$ cat src/rtl/crp_pkg.sv
// ----------------------------------------------------------------------------
// CSV rating record parser package
// Shared types and character codes for the parser datapath and result stage.
// ----------------------------------------------------------------------------
package crp_pkg;

  localparam logic [7:0] CHAR_NEWLINE = 8'd10;
  localparam logic [7:0] CHAR_DOT     = 8'd46;
  localparam logic [7:0] CHAR_ZERO    = 8'd48;
  localparam logic [7:0] CHAR_NINE    = 8'd57;
  localparam logic [7:0] SEP_RESET    = 8'd44;

  localparam logic [4:0] RINT_MAX   = 5'd31;
  localparam logic [8:0] TENTHS_MAX = 9'd255;

  typedef enum logic [5:0] {
    PH_USER      = 6'b000001,
    PH_MOVIE     = 6'b000010,
    PH_RINT      = 6'b000100,
    PH_FRAC      = 6'b001000,
    PH_SKIP_GOOD = 6'b010000,
    PH_SKIP_BAD  = 6'b100000
  } phase_e;

  typedef struct packed {
    logic [7:0]  rating_tenths;
    logic [31:0] movie_id;
    logic [31:0] user_id;
  } rec_t;

  typedef struct packed {
    logic valid;
    rec_t rec;
  } emit_t;

endpackage

$ cat src/rtl/csv_rating_record_parser.sv
// ----------------------------------------------------------------------------
// CSV rating record parser
// Turns a byte stream of "user,movie,rating" lines into binary records.
// ----------------------------------------------------------------------------
// Usage:
//   Slave stream: one text byte per transaction, tlast marks the final byte
//   of a chunk. Master stream: one record per well-formed line, sent on the
//   line's newline or on the tlast byte. Bad lines produce nothing.
//   Config channel: writes the field separator byte (comma after reset);
//   write it only while the block is idle. It is always ready.
// Timing:
//   One byte per clock while no record is held back by the master side. A record
//   appears on the master side in the cycle after the byte that closes its
//   line. Each byte is handled by the combinational accumulator update
//   (shift-and-add times ten) ahead of the one-entry result register.
// Reset:
//   Clears the line state and the result valid flag, restores the comma separator.
// Stall:
//   While the master side holds a record, s_axis_tready_o follows
//   m_axis_tready_i; bytes keep flowing when the receiver takes the record.
// ----------------------------------------------------------------------------
module csv_rating_record_parser (
  input  logic        clk_i,
  input  logic        rst_ni,
  input  logic        s_axis_tvalid_i,
  output logic        s_axis_tready_o,
  input  logic [7:0]  s_axis_tdata_i,   // [7:0] text_byte
  input  logic        s_axis_tlast_i,   // last_byte
  output logic        m_axis_tvalid_o,
  input  logic        m_axis_tready_i,
  output logic [71:0] m_axis_tdata_o,   // [31:0] user_id, [63:32] movie_id,
                                        // [71:64] rating_tenths
  input  logic        cfg_valid_i,
  output logic        cfg_ready_o,
  input  logic [7:0]  cfg_data_i
);

  logic [7:0]     sep_q;
  logic           free;
  logic           accept;
  crp_pkg::emit_t emit;
  crp_pkg::rec_t  rec;

  assign cfg_ready_o     = 1'b1;
  assign s_axis_tready_o = free;
  assign accept          = s_axis_tvalid_i && free;

  always_ff @(posedge clk_i or negedge rst_ni) begin
    if (!rst_ni) begin
      sep_q <= crp_pkg::SEP_RESET;
    end else if (cfg_valid_i) begin
      sep_q <= cfg_data_i;
    end
  end

  crp_parser u_parser (
    .clk_i       (clk_i),
    .rst_ni      (rst_ni),
    .accept_i    (accept),
    .text_byte_i (s_axis_tdata_i),
    .last_byte_i (s_axis_tlast_i),
    .sep_i       (sep_q),
    .emit_o      (emit)
  );

  crp_out_stage u_out (
    .clk_i     (clk_i),
    .rst_ni    (rst_ni),
    .emit_i    (emit),
    .free_o    (free),
    .m_valid_o (m_axis_tvalid_o),
    .m_ready_i (m_axis_tready_i),
    .m_rec_o   (rec)
  );

  assign m_axis_tdata_o = {rec.rating_tenths, rec.movie_id, rec.user_id};

endmodule

$ cat src/rtl/crp_parser.sv
// ----------------------------------------------------------------------------
// CSV rating record parser - line state and field accumulators
// Updates the line phase and decimal accumulators on each accepted byte and
// flags a finished record in the same cycle.
// ----------------------------------------------------------------------------
module crp_parser (
  input  logic                clk_i,
  input  logic                rst_ni,
  input  logic                accept_i,
  input  logic [7:0]          text_byte_i,
  input  logic                last_byte_i,
  input  logic [7:0]          sep_i,
  output crp_pkg::emit_t      emit_o
);

  crp_pkg::phase_e phase_q, phase_d, phase_p;
  logic [31:0] user_q, user_d, user_p;
  logic [31:0] movie_q, movie_d, movie_p;
  logic [4:0]  rint_q, rint_d, rint_p;
  logic [3:0]  frac_q, frac_d, frac_p;

  logic        is_digit;
  logic [3:0]  digit;
  logic [8:0]  rint_ext;
  logic        good_cur, good_p;
  crp_pkg::rec_t rec_cur, rec_p;

  assign is_digit = text_byte_i inside {[crp_pkg::CHAR_ZERO:crp_pkg::CHAR_NINE]};
  assign digit    = is_digit ? 4'(text_byte_i - crp_pkg::CHAR_ZERO) : 4'd0;
  // times ten as shift-and-add; 5-bit value times ten fits in 9 bits
  assign rint_ext = {1'b0, rint_q, 3'b000} + {3'b000, rint_q, 1'b0} + {5'd0, digit};

  // Process the byte as a non-newline character
  always_comb begin
    phase_p = phase_q;
    user_p  = user_q;
    movie_p = movie_q;
    rint_p  = rint_q;
    frac_p  = frac_q;
    case (phase_q)
      crp_pkg::PH_USER: begin
        if (is_digit) begin
          user_p = {user_q[28:0], 3'b000} + {user_q[30:0], 1'b0} + {28'd0, digit};
        end else if (text_byte_i == sep_i) begin
          phase_p = crp_pkg::PH_MOVIE;
        end else begin
          phase_p = crp_pkg::PH_SKIP_BAD;
        end
      end
      crp_pkg::PH_MOVIE: begin
        if (is_digit) begin
          movie_p = {movie_q[28:0], 3'b000} + {movie_q[30:0], 1'b0} + {28'd0, digit};
        end else if (text_byte_i == sep_i) begin
          phase_p = crp_pkg::PH_RINT;
        end else begin
          phase_p = crp_pkg::PH_SKIP_BAD;
        end
      end
      crp_pkg::PH_RINT: begin
        if (is_digit) begin
          rint_p = (rint_ext > {4'd0, crp_pkg::RINT_MAX}) ? crp_pkg::RINT_MAX
                                                          : rint_ext[4:0];
        end else if (text_byte_i == crp_pkg::CHAR_DOT) begin
          phase_p = crp_pkg::PH_FRAC;
        end else begin
          phase_p = crp_pkg::PH_SKIP_GOOD;
        end
      end
      crp_pkg::PH_FRAC: begin
        if (is_digit) begin
          frac_p = digit;
        end
        phase_p = crp_pkg::PH_SKIP_GOOD;
      end
      crp_pkg::PH_SKIP_GOOD: begin
        phase_p = crp_pkg::PH_SKIP_GOOD;
      end
      default: begin
        phase_p = crp_pkg::PH_SKIP_BAD;
      end
    endcase
  end

  function automatic crp_pkg::rec_t make_rec(logic [31:0] u, logic [31:0] m,
                                             logic [4:0] ri, logic [3:0] fr);
    crp_pkg::rec_t r;
    logic [8:0]    t;
    t = {1'b0, ri, 3'b000} + {3'b000, ri, 1'b0} + {5'd0, fr};
    r.user_id       = u;
    r.movie_id      = m;
    r.rating_tenths = (t > crp_pkg::TENTHS_MAX) ? 8'hFF : t[7:0];
    return r;
  endfunction

  assign good_cur = (phase_q == crp_pkg::PH_RINT) || (phase_q == crp_pkg::PH_FRAC) ||
                    (phase_q == crp_pkg::PH_SKIP_GOOD);
  assign good_p   = (phase_p == crp_pkg::PH_RINT) || (phase_p == crp_pkg::PH_FRAC) ||
                    (phase_p == crp_pkg::PH_SKIP_GOOD);
  assign rec_cur  = make_rec(user_q, movie_q, rint_q, frac_q);
  assign rec_p    = make_rec(user_p, movie_p, rint_p, frac_p);

  // Newline or last byte closes the line; otherwise advance
  always_comb begin
    emit_o.valid = 1'b0;
    emit_o.rec   = rec_p;
    phase_d      = phase_p;
    user_d       = user_p;
    movie_d      = movie_p;
    rint_d       = rint_p;
    frac_d       = frac_p;
    if (text_byte_i == crp_pkg::CHAR_NEWLINE) begin
      emit_o.valid = accept_i && good_cur;
      emit_o.rec   = rec_cur;
    end else if (last_byte_i) begin
      emit_o.valid = accept_i && good_p;
    end
    if ((text_byte_i == crp_pkg::CHAR_NEWLINE) || last_byte_i) begin
      phase_d = crp_pkg::PH_USER;
      user_d  = '0;
      movie_d = '0;
      rint_d  = '0;
      frac_d  = '0;
    end
  end

  always_ff @(posedge clk_i or negedge rst_ni) begin
    if (!rst_ni) begin
      phase_q <= crp_pkg::PH_USER;
      user_q  <= '0;
      movie_q <= '0;
      rint_q  <= '0;
      frac_q  <= '0;
    end else if (accept_i) begin
      phase_q <= phase_d;
      user_q  <= user_d;
      movie_q <= movie_d;
      rint_q  <= rint_d;
      frac_q  <= frac_d;
    end
  end

endmodule

$ cat src/rtl/crp_out_stage.sv
// ----------------------------------------------------------------------------
// CSV rating record parser - result register
// Holds one finished record until the downstream side takes it.
// ----------------------------------------------------------------------------
module crp_out_stage (
  input  logic           clk_i,
  input  logic           rst_ni,
  input  crp_pkg::emit_t emit_i,
  output logic           free_o,
  output logic           m_valid_o,
  input  logic           m_ready_i,
  output crp_pkg::rec_t  m_rec_o
);

  logic          valid_q;
  crp_pkg::rec_t rec_q;

  // slot frees up in the same cycle the held transaction leaves
  assign free_o    = !valid_q || m_ready_i;
  assign m_valid_o = valid_q;
  assign m_rec_o   = rec_q;

  always_ff @(posedge clk_i or negedge rst_ni) begin
    if (!rst_ni) begin
      valid_q <= 1'b0;
    end else if (emit_i.valid) begin
      valid_q <= 1'b1;
    end else if (m_ready_i) begin
      valid_q <= 1'b0;
    end
  end

  always_ff @(posedge clk_i) begin
    if (emit_i.valid) begin
      rec_q <= emit_i.rec;
    end
  end

endmodule
$ cat config.mk
export PLATFORM = sky130hd
export DESIGN_NAME = csv_rating_record_parser
export DESIGN_NICKNAME = d
export VERILOG_FILES = /design/src/rtl/crp_pkg.sv /design/src/rtl/csv_rating_record_parser.sv /design/src/rtl/crp_parser.sv /design/src/rtl/crp_out_stage.sv
export SDC_FILE = /design/constraint.sdc
export NUM_CORES = 1
export LEC_CHECK = 0
export ABC_CLOCK_PERIOD_IN_PS = 7900
export BUFFER_PORTS_ARGS = -buffer_cell sky130_fd_sc_hd__buf_2
export CAP_MARGIN = 20
export CORE_MARGIN = 2
export CORE_UTILIZATION = 45
export CTS_CLUSTER_DIAMETER = 120
export DETAILED_ROUTE_END_ITERATION = 10
export MAX_ROUTING_LAYER = met4
export SLEW_MARGIN = 20
export SYNTH_ARGS = -nofsm -noshare
export SYNTH_HDL_FRONTEND = slang
export SYNTH_SLANG_ARGS = --single-unit
$ cat constraint.sdc
create_clock -name clk_i -period 7.9 [get_ports clk_i]
set_clock_uncertainty 0.15 [all_clocks]
set_input_delay 2.37 -clock clk_i [delete_from_list [all_inputs] [get_ports clk_i]]
set_output_delay 2.37 -clock clk_i [all_outputs]
set_load 0.005 [all_outputs]
Word level (Yosys, flattened, before mapping)
Index checks and enable logic that the tools add are counted.

storage, ports and cells
  bits of input ports = 22
  bits in registers = 160
  output and inout bits = 75
  logic and storage cells = 78

operators by class
  add/subtract/negate cells = 10
  equality and inequality tests = 11
  reduce and logical (&&, ||, !) cells = 13
  multiplexer cells = 29
  $lt $le $gt $ge = 5

operators by type and width
  cell                                                                              number
  32-bit two-way mux                                                                6
  72-bit two-way mux                                                                1
  32-bit adder                                                                      2
  32-bit by 4-bit adder with 32-bit output                                          2
  6-bit two-way mux                                                                 6
  9-bit by 4-bit adder with 9-bit output                                            3
  5-bit two-way mux                                                                 5
  6-bit case mux with 4 select lines                                                1
  8-bit by 6-bit adder with 9-bit output                                            2
  9-bit by 8-bit greater-than comparator with 1-bit output (second input constant)  2
  4-bit two-way mux                                                                 4
  8-bit two-way mux                                                                 2
  6-bit by 3-bit equality test with 1-bit output (second input constant)            2
  6-bit by 4-bit equality test with 1-bit output (second input constant)            2
  6-bit by 5-bit equality test with 1-bit output (second input constant)            2
  9-bit by 5-bit greater-than comparator with 1-bit output (second input constant)  1
  8-bit by 4-bit equality test with 1-bit output (second input constant)            1
  8-bit by 6-bit equality test with 1-bit output (second input constant)            1
  8-bit equality test                                                               1
  8-bit by 6-bit >= comparator with 1-bit output (second input constant)            1
  8-bit by 6-bit <= comparator with 1-bit output (second input constant)            1
  6-bit by 1-bit equality test with 1-bit output (second input constant)            1
  6-bit by 2-bit equality test with 1-bit output (second input constant)            1
  1-bit logical OR                                                                  6
  6 further kinds                                                                   12

Logic depth before layout (Yosys ltp)
  depth after elaboration = 13
  mapped depth = 24

Cells and area by module
Synthesis repeated with hierarchy kept, for this count alone.

unflattened totals
  cell total of the unflattened synthesis = 1098
  area total of the unflattened synthesis = 11050.6 um2

by module, submodules not included
  module                    times used  cells an instance  seq. area each (um2)  area each (um2)
  crp_parser                1           1003               1978.1                8488.1
  crp_out_stage             1           75                 2187.1                2209.6
  csv_rating_record_parser  1           20                 203.9                 352.8

Worst setup path before layout
Ideal clock, no wire load.

  path type = input -> register
  from = input s_axis_tdata_i[3]
  to = register u_out.rec_q, in the netlist u_out.m_rec_o[0], enable pin
  arrival = 8.550 ns
  buffers on the path = 1
  data required time = 7.147 ns
  stages on the path = 9
  setup slack = -1.403 ns
  library setup time = 0.603 ns
  path through = clkbuf_1 > xor2_1 > nor4_1 > nand3_1 > o21ai_0 > nor2_1 > a21oi_1 > nand2_1 > o21ai_0

RTL lines
  what                  RTL line                        source
  from (decl)           csv_rating_record_parser.sv:27  input logic [7:0] s_axis_tdata_i,
  to (signal assigned)  crp_out_stage.sv:35             rec_q <= emit_i.rec;
  to (decl)             crp_out_stage.sv:16             crp_pkg::rec_t rec_q;

==> flow_metrics.tcl <==
set metrics [dict create \
    status "finished clean" \
    setup_viol 0 \
    critical_path_required_ns 7.91 \
    ir_drop_mv 0.107 \
    critPathLaunchType "input port" \
    route.antenna.remaining_nets 0 \
    path_max_fanout 10 \
    seq_area_frac_synth_pct 39.6 \
    p_leak_nw 6.05 \
    synthMostInstantiatedCell "ha_1" \
    synth_top_area_share_pct 19.6 \
    grt_start_max_net_pins 60 \
    syn_nets 1224 \
    tightest_slew_ns 1.06 \
    synth_flop_cell "dfrtp_1" \
    grt_pass1_wl_mm 43.0 \
    yosysTopAreaCell "edfxtp_1" \
    hold_depth 2 \
    clk_path_buf_depth 2 \
    slew_headroom_pct 29.0 \
    area_growth_pct 12.8 \
    async_flop_share_pct 55.0 \
    cts_tree "done" \
    drtIter0Drc 450 \
    layout_min_cycle_time_ns 6.87 \
    synth-edff-count 72 \
    worstPathArrival_ns 6.88 \
    path_class "input port to flip-flop" \
    hold_slack_ns 0.340 \
    hold_path_class "flip-flop to flip-flop" \
    max_freq_mhz 146 \
    vias 8404 \
    die_h_um 161 \
    h-tree-depth 4 \
    overflow 0 \
    grt_pass1_vias 8429 \
    wire_per_inst_um 17.1 \
    dr.pass1.iters 4 \
    final-hold-violation-count 0 \
    gp_congestion 0.880 \
    via_per_inst 5.66 \
    cts_setup_buffers 0 \
    synthCells 1062 \
    ys_ff_latch 160 \
    drc 0 \
    n_fill_cell 2178 \
    antenna_found_initial 0 \
    die-area_sq_um 25800 \
    yosysWarnings 0 \
    power_per_cell_area_nw_per_um2 149 \
    ys_types 79 \
    dp_hpwl_mm 18.3 \
    wl_mm 25.4 \
    syn_area_per_cell_sq_um 10.4 \
    cts_hold_repair.buffers 0 \
    synth.area.top_cells "edfxtp_1 20%, dfrtp_1 19%, ha_1 15%, a22o_1 4.8%, nand2_1 3.9%" \
    start_util_pct 45.6 \
    cts_resized 0 \
    rsz0062_at_grt "no" \
    drv_cap 0 \
    antennaDiodeCount 0 \
    netlist_area_sq_um 11000 \
    fin_tns_setup_ns 0 \
    cts_made_buffers 17 \
    final_cells 1485 \
    netlist_top_cells_count "134 x ha_1, 115 x nand2_1, 84 x dfrtp_1" \
    num_rows 57 \
    placed_cells 1453 \
    clock-root-buffer "clkbuf_16" \
    io_buffers 95 \
    die_width_um 161 \
    insertion_delay_ns 0.43 \
    ios 97 \
    slew_violations 0 \
    rr_worst_depth 19 \
    grtUsageTotal_pct 21.3 \
    fin_crit_sh_pct 86.9 \
    nets 1310 \
    core_sq_um 24200 \
    endpoint_kind "flip-flop" \
    clkSinkCount 160 \
    drive_above_1_share_pct 16.9 \
    clk_pin_slew_ns 0.07 \
]
[area by class of cell]
cell class,count,area [sq um],area share (%)
sequential,160,4370,35.1
clock buffer,20,447,3.59
inverter,24,90.1,0.724
timing repair buffer,102,543,4.36
multi-input combinational,843,6450,51.9
clock inverter,12,135,1.09
tap,324,405,3.26
[where the power goes]
part	internal, mW	total [mW]	leakage (nW)	switching (mW)
clock network	0.476	0.836	0.273	0.360
registers	0.898	0.908	1.84	0.0101
logic	0.0341	0.109	3.93	0.0751
total	1.41	1.85	6.05	0.445
[cell usage in the layout, fill, tap and decap left out, drive strengths merged, types with 26 or more instances in the layout]
| cell type | instances |
|---|---|
| inv | 26 |
| edfxtp | 72 |
| o21ai | 85 |
| a22o | 60 |
| mux2 | 32 |
| xor2 | 35 |
| nand2 | 116 |
| xnor2 | 46 |
| buf | 102 |
| a21oi | 49 |
| nor2 | 55 |
| a21o | 36 |
| ha | 134 |
| dfrtp | 84 |
[path summary, 6_finish.rpt]
path                                      from                  end  slack, ns
hold / removal             u_parser.user_q[31]  u_parser.user_q[31]       0.34
max in group asynchronous               rst_ni   u_parser.frac_q[1]       4.71
min in group asynchronous               rst_ni  u_parser.user_q[27]       1.71
hold reg to reg            u_parser.user_q[31]  u_parser.user_q[31]       0.34
setup / recovery             s_axis_tdata_i[7]    u_out.m_rec_o[71]       1.03
setup reg to reg            u_parser.rint_q[1]    u_out.m_rec_o[71]       3.07
[worst max-delay path, cell delays in order]
cell	delay [ns]
buf_2	0.12
or3b_4	0.40
nor3_4	0.44
xnor2_1	0.15
ha_1	0.20
a21oi_1	0.19
nor2_1	0.08
o21bai_1	0.36
mux2i_1	0.13
nand2b_1	0.20
o22a_1	0.22
inv_1	0.08
fa_1	0.60
inv_1	0.06
ha_1	0.28
a21o_1	0.16
a21oi_1	0.24
nor2b_1	0.08
o21ai_0	0.20
mux2i_1	0.10
nor3_1	0.15
a21oi_1	0.06
[registers in the layout, indices dropped and copies added (netlist names)]
register,count
u_parser.phase_q,6
u_parser.frac_q,4
u_parser.rint_q,5
u_out.m_valid_o,1
u_parser.movie_q,32
sep_q,8
u_parser.user_q,32
u_out.m_rec_o,72
[stage by stage]
| stage | total power, mW | setup WS (ns) | instance area (sq um) | util (%) |
|---|---|---|---|---|
| after floorplan | 0.980 | 0.553 | 11000 | - |
| after global placement | 1.04 | 0.830 | 11900 | 49.1 |
| after detailed placement | 1.04 | 0.637 | 11900 | 49.1 |
| after CTS | 1.87 | 1.05 | 12400 | 51.5 |
| after global routing | 1.92 | 0.627 | 12400 | 51.5 |
| final | 1.85 | 1.03 | 12400 | 51.5 |
[per-layer routing]
metal	global-route usage, %	routed length (um)	vias up	share of wire [%]
met5	-	0	-	0
met4	6.63	573	0	2.3
met3	3.49	896	37	3.5
met2	34.6	12100	171	48
met1	27.5	11800	4051	47
li1	-	-	4145	-
[cell families after synthesis]
kind of cell | synth area share, %
and+or+nand+nor | 11.7
xor gates and xnor gates | 6.43
muxes | 3.72
AOI/OAI and AO/OA | 20.2
DFF | 39.6
adders and majority gates | 16.3
other | 0.0340
buffers and inverters | 2.05
Note: power is estimated with default switching activity, not from simulation.
